File: src/hw/rtl/breakpoint_table_interpolator_assert.svh
// Assertion macros for the breakpoint table interpolator.
// Included by the top level; expands to nothing when SYNTHESIS is defined.
`ifndef BREAKPOINT_TABLE_INTERPOLATOR_ASSERT_SVH
`define BREAKPOINT_TABLE_INTERPOLATOR_ASSERT_SVH
`ifndef SYNTHESIS
`define BTI_ASSERT_IMP(label, ante, cons) \
    label: assert property (@(posedge i_clk) disable iff (!i_rst_n) (ante) |-> (cons)) \
        else $error("breakpoint table interpolator: same-cycle check failed");
`define BTI_ASSERT_NEXT(label, ante, cons) \
    label: assert property (@(posedge i_clk) disable iff (!i_rst_n) (ante) |=> (cons)) \
        else $error("breakpoint table interpolator: next-cycle check failed");
`else
`define BTI_ASSERT_IMP(label, ante, cons)
`define BTI_ASSERT_NEXT(label, ante, cons)
`endif
`endif

File: src/hw/rtl/bti_pkg.sv
// Shared types, codes and constants of the breakpoint table interpolator.
// No dependencies; imported by every module of the block.
package bti_pkg;

    localparam int NUM_CHANNELS_DEF = 4;
    localparam int TABLE_DEPTH_DEF  = 64;

    localparam int PROD_W = 64;
    localparam int CNT_W  = $clog2(PROD_W);
    localparam logic [CNT_W-1:0] CNT_LAST = CNT_W'(PROD_W - 1);
    localparam logic [32:0] Q_MAX = 33'h1_FFFF_FFFF;

    localparam logic [1:0] DIR_OFF = 2'b00;
    localparam logic [1:0] DIR_FWD = 2'b01;

    typedef enum logic [1:0] {
        FUNC_WRITE  = 2'd0,
        FUNC_LENGTH = 2'd1,
        FUNC_QUERY  = 2'd2,
        FUNC_RSVD   = 2'd3
    } t_func;

    typedef enum logic [1:0] {
        ST_INTERP  = 2'd0,
        ST_EXACT   = 2'd1,
        ST_OUTSIDE = 2'd2,
        ST_ACK     = 2'd3
    } t_status;

    typedef struct packed {
        t_func              func;
        logic [1:0]         channel;
        logic [5:0]         entry_index;
        logic signed [31:0] time_point;
        logic signed [31:0] entry_value;
        logic [6:0]         table_count;
    } t_in_item;

    typedef struct packed {
        logic signed [31:0] result_value;
        logic [5:0]         segment;
        t_status            status;
    } t_out_item;

    typedef struct packed {
        logic signed [31:0] bp_time;
        logic signed [31:0] bp_value;
    } t_bp_entry;

    typedef struct packed {
        logic        start;
        logic        neg;
        logic [31:0] mv;
        logic [31:0] mx;
        logic [31:0] mt;
        logic [31:0] v0;
    } t_lerp_req;

    typedef struct packed {
        logic        busy;
        logic        done;
        logic [31:0] value;
    } t_lerp_rsp;

    typedef enum logic [3:0] {
        S_IDLE,
        S_RD0,
        S_RDL,
        S_SRCH,
        S_RDT1,
        S_RDT0,
        S_DIV,
        S_OUT
    } t_state;

    typedef enum logic [1:0] {
        L_IDLE,
        L_MUL,
        L_DIV,
        L_FIN
    } t_lerp_state;

    // Magnitude of a 33-bit two's complement difference of two 32-bit values.
    function automatic logic [31:0] mag33(input logic [32:0] x);
        logic [32:0] n;
        n = x[32] ? (~x + 33'd1) : x;
        return n[31:0];
    endfunction

endpackage

File: src/hw/rtl/bti_lerp.sv
// Interpolation unit: one 32x32 multiply, then a bit-serial 64/32 division,
// clamping and saturation. Depends on bti_pkg.
module bti_lerp (
    input  logic               i_clk,
    input  logic               i_rst_n,
    input  bti_pkg::t_lerp_req i_req,
    output bti_pkg::t_lerp_rsp o_rsp
);
    import bti_pkg::*;

    t_lerp_state      r_lstate, n_lstate;
    logic             r_neg, n_neg;
    logic [31:0]      r_mv, n_mv, r_mx, n_mx, r_mt, n_mt, r_v0, n_v0;
    logic [63:0]      r_p, n_p;
    logic [31:0]      r_rem, n_rem;
    logic [CNT_W-1:0] r_cnt, n_cnt;

    logic [32:0] w_rem2;
    logic        w_ge;
    logic [32:0] w_qc;
    logic [34:0] w_sum;
    logic [31:0] w_val;

    always_ff @(posedge i_clk) begin
        if (!i_rst_n) begin
            r_lstate <= L_IDLE;
        end else begin
            r_lstate <= n_lstate;
        end
    end

    always_ff @(posedge i_clk) begin
        r_neg <= n_neg;
        r_mv  <= n_mv;
        r_mx  <= n_mx;
        r_mt  <= n_mt;
        r_v0  <= n_v0;
        r_p   <= n_p;
        r_rem <= n_rem;
        r_cnt <= n_cnt;
    end

    always_comb begin
        n_lstate = r_lstate;
        n_neg    = r_neg;
        n_mv     = r_mv;
        n_mx     = r_mx;
        n_mt     = r_mt;
        n_v0     = r_v0;
        n_p      = r_p;
        n_rem    = r_rem;
        n_cnt    = r_cnt;
        w_rem2   = {r_rem, r_p[63]};
        w_ge     = w_rem2 >= {1'b0, r_mt};
        unique case (r_lstate)
            L_IDLE: begin
                if (i_req.start) begin
                    n_neg    = i_req.neg;
                    n_mv     = i_req.mv;
                    n_mx     = i_req.mx;
                    n_mt     = i_req.mt;
                    n_v0     = i_req.v0;
                    n_lstate = L_MUL;
                end
            end
            L_MUL: begin
                n_p      = 64'(r_mv) * 64'(r_mx);
                n_rem    = '0;
                n_cnt    = '0;
                n_lstate = L_DIV;
            end
            L_DIV: begin
                n_rem = w_ge ? 32'(w_rem2 - {1'b0, r_mt}) : w_rem2[31:0];
                n_p   = {r_p[62:0], w_ge};
                n_cnt = r_cnt + CNT_W'(1);
                if (r_cnt == CNT_LAST) begin
                    n_lstate = L_FIN;
                end
            end
            L_FIN: begin
                n_lstate = L_IDLE;
            end
        endcase
    end

    // Quotient clamped to 33 bits, signed, added to v0 and saturated.
    always_comb begin
        w_qc  = (r_p > 64'(Q_MAX)) ? Q_MAX : r_p[32:0];
        w_sum = {{3{r_v0[31]}}, r_v0} + (r_neg ? (~{2'b00, w_qc} + 35'd1) : {2'b00, w_qc});
        if (w_sum[34:31] == 4'b0000 || w_sum[34:31] == 4'b1111) begin
            w_val = w_sum[31:0];
        end else if (w_sum[34]) begin
            w_val = 32'h8000_0000;
        end else begin
            w_val = 32'h7FFF_FFFF;
        end
    end

    assign o_rsp.busy  = (r_lstate != L_IDLE);
    assign o_rsp.done  = (r_lstate == L_FIN);
    assign o_rsp.value = w_val;

endmodule
File: config.mk
export PLATFORM = sky130hd
export DESIGN_NAME = bti_lerp
export DESIGN_NICKNAME = d
export VERILOG_FILES = /design/src/hw/rtl/breakpoint_table_interpolator_assert.svh /design/src/hw/rtl/bti_pkg.sv /design/src/hw/rtl/bti_lerp.sv
export SDC_FILE = /design/constraint.sdc
export NUM_CORES = 2
export LEC_CHECK = 0
export BUFFER_PORTS_ARGS = -buffer_cell sky130_fd_sc_hd__buf_2
export CAP_MARGIN = 40
export CORE_MARGIN = 5
export CORE_UTILIZATION = 59
export DETAILED_ROUTE_END_ITERATION = 8
export PLACE_DENSITY = 0.79
export RECOVER_POWER = 50
export SYNTH_ARGS = -nofsm -noshare
export SYNTH_HDL_FRONTEND = slang
export SYNTH_SLANG_ARGS = --single-unit
File: constraint.sdc
create_clock -name i_clk -period 7.44 [get_ports i_clk]
set_input_delay 1.116 -clock i_clk [delete_from_list [all_inputs] [get_ports i_clk]]
set_output_delay 1.116 -clock i_clk [all_outputs]
set_load 0.005 [all_outputs]
==> After elaboration in Yosys (flattened, before gate mapping) <==
Index checks and enable logic that the tools add are counted.
{ "word_totals": {"regBits": 233, "input_bits": 132, "out_inout_bits": 34, "word_cells": 42} }
{ "classes": {"add_sub_neg": 4, "n_mul": 1, "n_lt_le_gt_ge": 2, "n_eq_ne": 7, "mux": 11, "bitwise": 1, "reduce_logical": 7} }
{ "ops": {"columns": ["operator", "count"], "rows": [
  ["one-hot mux 64 bit (2 select lines)", 1],
  ["two-way mux 32 bit", 3],
  ["greater-than comparator 64 x 33 -> 1 bit (second input constant)", 1],
  ["multiplier 32 x 32 -> 64 bit", 1],
  ["one-hot mux 32 bit (2 select lines)", 1],
  ["adder 35 x 1 -> 35 bit (second input constant)", 1],
  ["adder 35 bit", 1],
  ["two-way mux 35 bit", 1],
  ["NOT 33 -> 35 bit", 1],
  ["greater-or-equal comparator 33 x 32 -> 1 bit", 1],
  ["two-way mux 33 bit", 1],
  ["subtractor 32 bit", 1],
  ["one-hot mux 6 bit (2 select lines)", 1],
  ["one-hot mux 2 bit (4 select lines)", 1],
  ["adder 6 x 1 -> 6 bit (second input constant)", 1],
  ["== test 6 bit (second input constant)", 1],
  ["== test 2 bit (second input constant)", 2],
  ["== test 4 bit (second input constant)", 1],
  ["logical NOT 4 bit", 1],
  ["two-way mux 2 bit", 2],
  ["!= test 2 bit (second input constant)", 2],
  ["AND reduction 2 bit", 2],
  ["nonzero test 2 bit", 2],
  ["== test 2 x 1 -> 1 bit (second input constant)", 1],
  ["other kinds (2)", 2]
]} }

==> Logic depth before layout (Yosys ltp) <==
{ "depth": {"word_depth": 9, "mapped_depth": 30, "ltp_nobuf": 27} }

==> Least setup slack after synthesis <==
Ideal clock, no wire load.
{ "synth_path": {"kind": "register to register", "start": "reg r_mx[2]", "end": "reg r_p[54] (data pin)", "setup_ns": 0.267, "t_arrival_ns": 7.281, "required_time_ns": 7.173, "slack_ns": -0.108, "stages_incl_launch_ff": 27, "path_buffers": 1, "synth_period_minus_slack_ns": 7.548, "path_cell_list": "edfxtp_1 > clkbuf_1 > and2_1 > fa_1 > inv_1 > fa_1 > fa_1 > fa_1 > inv_1 > fa_1 > inv_1 > fa_1 > inv_1 > fa_1 > fa_1 > ha_1 > and3_1 > a41o_1 > a21oi_1 > o211ai_1 > a2bb2oi_1 > o311ai_0 > and2_1 > a221o_1 > a31oi_1 > xor2_1 > o21ai_0"} }
{ "synth_between": {"elab_chain_cells": 2} }
{ "synth_rtl": {"columns": ["item", "line_no", "text"], "rows": [
  ["start, declared", "bti_lerp.sv:13", "logic [31:0] r_mv, n_mv, r_mx, n_mx, r_mt, n_mt, r_v0, n_v0;"],
  ["start signal, assigned", "bti_lerp.sv:35", "r_mx <= n_mx;"],
  ["multiplier 32 x 32 -> 64 bit", "bti_lerp.sv:67", "n_p = 64'(r_mv) * 64'(r_mx);"],
  ["one-hot mux 64 bit (2 select lines)", "bti_lerp.sv:55", "unique case (r_lstate)"],
  ["named net n_p[54]", "bti_lerp.sv:14", "logic [63:0] r_p, n_p;"],
  ["end signal, assigned", "bti_lerp.sv:38", "r_p <= n_p;"],
  ["end, declared", "bti_lerp.sv:14", null]
]} }
The timed path passes the listed nets, and every way through them passes these cells.
A chain may end at the register's enable or synchronous reset.

==> results.md <==
* Largest net degree at the start of global routing at 73
* Top cell type's share of synthesized area at 38.93%
* Max Clk Rate at 0.1253 GHz
* Metal-1 WL at 44,100 um
* Post-synth EDFFs at 231
* Synth cell count leaders: inv_1 (922), fa_1 (898), and2_1 (603)
* Overall die area at 0.08397 mm2
* Clk_lat worst skew at 0.64 ns
* Filler cell count at 5,435
* Area Overhead vs Synth at 17.17%
* Wire per inst at 19.69 um
* Crit path max fanout at 8
* CP bufs+invs at 6
* Crit end category: output pin
* Initial antenna violation count at 6
* Total Wirelength at 124,900 um
* Placeable Area at 0.07759 mm2
* Crit-path slowest cell: or4_4
* DRC at 0
* Least-Margin Pin Slew at 3.379 ns
* DRT Pass-1 Iters at 6
* Count leader, synth: inv_1
* CTS tree: yes
* Req. time, crit path at 6.32 ns
* Clk_skew at 0.03158 ns
* Clock tree sinks at 233
* Netlist Area Pre-Place at 0.04618 mm2
* Kind of cell adding the most delay to the critical path: simple AND/OR/NAND/NOR gates
* Max-cap violations at 3
* Post-route clock period utilization at 107.3%
* Clock transition at the registers of the reported paths at 0.07 ns
* Final Hold Fails at 0
* Fin Setup TNS at -19.01 ns
* Post-synth ARST share at 0%
* Detailed router's first-iteration violation count at 2,856
* Area contributors post-synth: fa_1 (39%), edfxtp_1 (15%), ha_1 (9.1%)
* Syn_area_per_cell at 9.476 um2
* DRT antenna net count at 0
* Relative slew slack at -125.2%
* Clk buf depth at 3
* Final setup vio count at 55
* NumNets Final at 6,637
* Vias after detailed routing at 36,290
* Top_reg_cell synth: edfxtp_1
* Detail Placement HPWL at 96,900 um
* RSZ-0062 raised after global routing: true
* Rows at 102
* Vias in the first global route at 38,940
* Synth unique cells at 71
* DR top layer: met5
* Synth Register Bits at 233
* Max stage delay on crit path at 0.54 ns
* Final Max Tran Viols at 126
* I/O Buffers at 165
* Sequential share of the synthesized area at 15.11%
* Share of layout cells above drive strength 1 at 17.75%
* Die width at 289.8 um
* Total grt overflow at 0
* Leading area contributor after synthesis: fa_1
* Total GRT Usage at 29.53%
* DR vias/cell at 5.721
* Global-route wire length before repair at 197,200 um
* Syn Inst Count at 4,874
* CP Data Arrival Time at 6.87 ns
* CTS H-tree lvls at 1
* Failing checks: capacitance limit, slew limit, setup timing
* Die height at 289.8 um
* Status: finished with violations
* GP Congestion at 0.9239
* HP Class: reg -> reg
* Syn Nets at 6,239
* Final WS setup at -0.5423 ns
* Number of I/O pins at 166
* Initial Util at 59.52%
* Worst path most repeated cell: nand4_1
* CP Class: reg -> out
* CP startpoint kind: flip-flop
* Yosys warnings at 0
* Min cycle time layout at 7.982 ns
* Root Buffer: clkbuf_16
* Metal3 WL at 8180 um
* CTS Buf Count at 31
* Met2 WL at 62,660 um
worst register-to-register path: cells and delay by family (launching register included):
kind | cells | cell delay (ns)
adder cells (fa/ha/maj) | 9 | 4.38
AO/OA/AOI/OAI | 7 | 1.49
AND/OR/NAND/NOR | 4 | 0.67
buffers and inverters | 6 | 0.51
flip-flops | 1 | 0.44
layout by cell type, fill, tap and decap left out, types with 27 or more instances in the layout:
master,count
fa_2,54
inv_1,898
ha_4,29
nand2_1,585
o21ai_1,33
and2_1,577
a31oi_1,27
clkbuf_1,33
edfxtp_1,231
ha_1,306
nor2_1,109
a21oi_1,135
xor2_1,49
buf_2,136
nand3_1,27
a21o_1,59
clkbuf_16,35
o21ai_0,102
fa_1,844
buf_12,43
buf_4,339
buf_6,67
xnor2_1,63
nor3_1,29
a21oi_2,30
flip-flops by register name, summed over array words and instances, names as in the netlist, 2 cells and up:
signal / flops
r_cnt: 6
r_rem: 32
r_lstate: 2
r_v0: 32
r_mv: 32
r_mx: 32
r_p: 64
r_mt: 32
kinds of logic after synthesis:
family,count (synthesis),share of synthesized area [%]
compound gates,573,7.835
xor+xnor,120,2.308
fa+ha+maj,1233,48.00
buf+inv,1185,9.672
flops,233,15.11
mux,27,0.5960
simple gates,1503,16.48
area by class of cell:
type / count / area [um2] / area share [%]
repair buffers: 627 / 5192 / 9.596
flip-flops and latches: 233 / 6977 / 12.89
clock buffers: 33 / 783.3 / 1.447
inverters: 922 / 3461 / 6.396
multi-input cells: 3457 / 36070 / 66.66
clock inverters: 25 / 314.1 / 0.5804
well taps: 1040 / 1301 / 2.405
diodes: 5 / 12.51 / 0.02312
path summary, 6_finish.rpt:
| kind | from | endpoint | slack (ns) | cells past startpoint |
|---|---|---|---|---|
| setup / recovery | r_p[50]$_DFFE_PP_ | o_rsp[25] | -0.54 | 28 |
| hold / removal | r_p[38]$_DFFE_PP_ | r_p[39]$_DFFE_PP_ | 0.57 | 2 |
| setup reg to reg | r_mv[6]$_DFFE_PP_ | r_p[62]$_DFFE_PP_ | -0.35 | 26 |
| hold reg to reg | r_p[38]$_DFFE_PP_ | r_p[39]$_DFFE_PP_ | 0.57 | 2 |
per-stage QoR:
step / std cells / worst slack [ns] / area [um2] / util [%] / hold slack (ns)
floorplan: 4874 / 0.06109 / 46200 / - / 0.5022
global placement: 6196 / -0.3017 / 50700 / 65.34 / 0.5316
detailed placement: 6198 / -0.4053 / 50750 / 65.41 / 0.5437
CTS: 6309 / -0.3410 / 53060 / 68.38 / 0.5666
global route: 6338 / -0.8757 / 54100 / 69.72 / 0.5944
finish: 6342 / -0.5423 / 54110 / 69.74 / 0.5724
layer usage:
| layer | global-route usage, % | vias up |
|---|---|---|
| li1 | - | 15890 |
| met1 | 35.12 | 18210 |
| met2 | 50.95 | 1607 |
| met3 | 4.031 | 576 |
| met4 | 18.42 | 2 |
| met5 | 0 | - |
repair_timing:
item / CTS / global route
gates resized for setup: 172 / 228
setup endpoints to repair: 58 / 68
hold buffers: 0 / 0
gates cloned: 3 / 6
pin swaps: 91 / 199
buffers inserted: 51 / 29
Power is left out: the tool's default activity adds up to more than one toggle a clock period on the data nets, which glitch-free logic cannot reach.
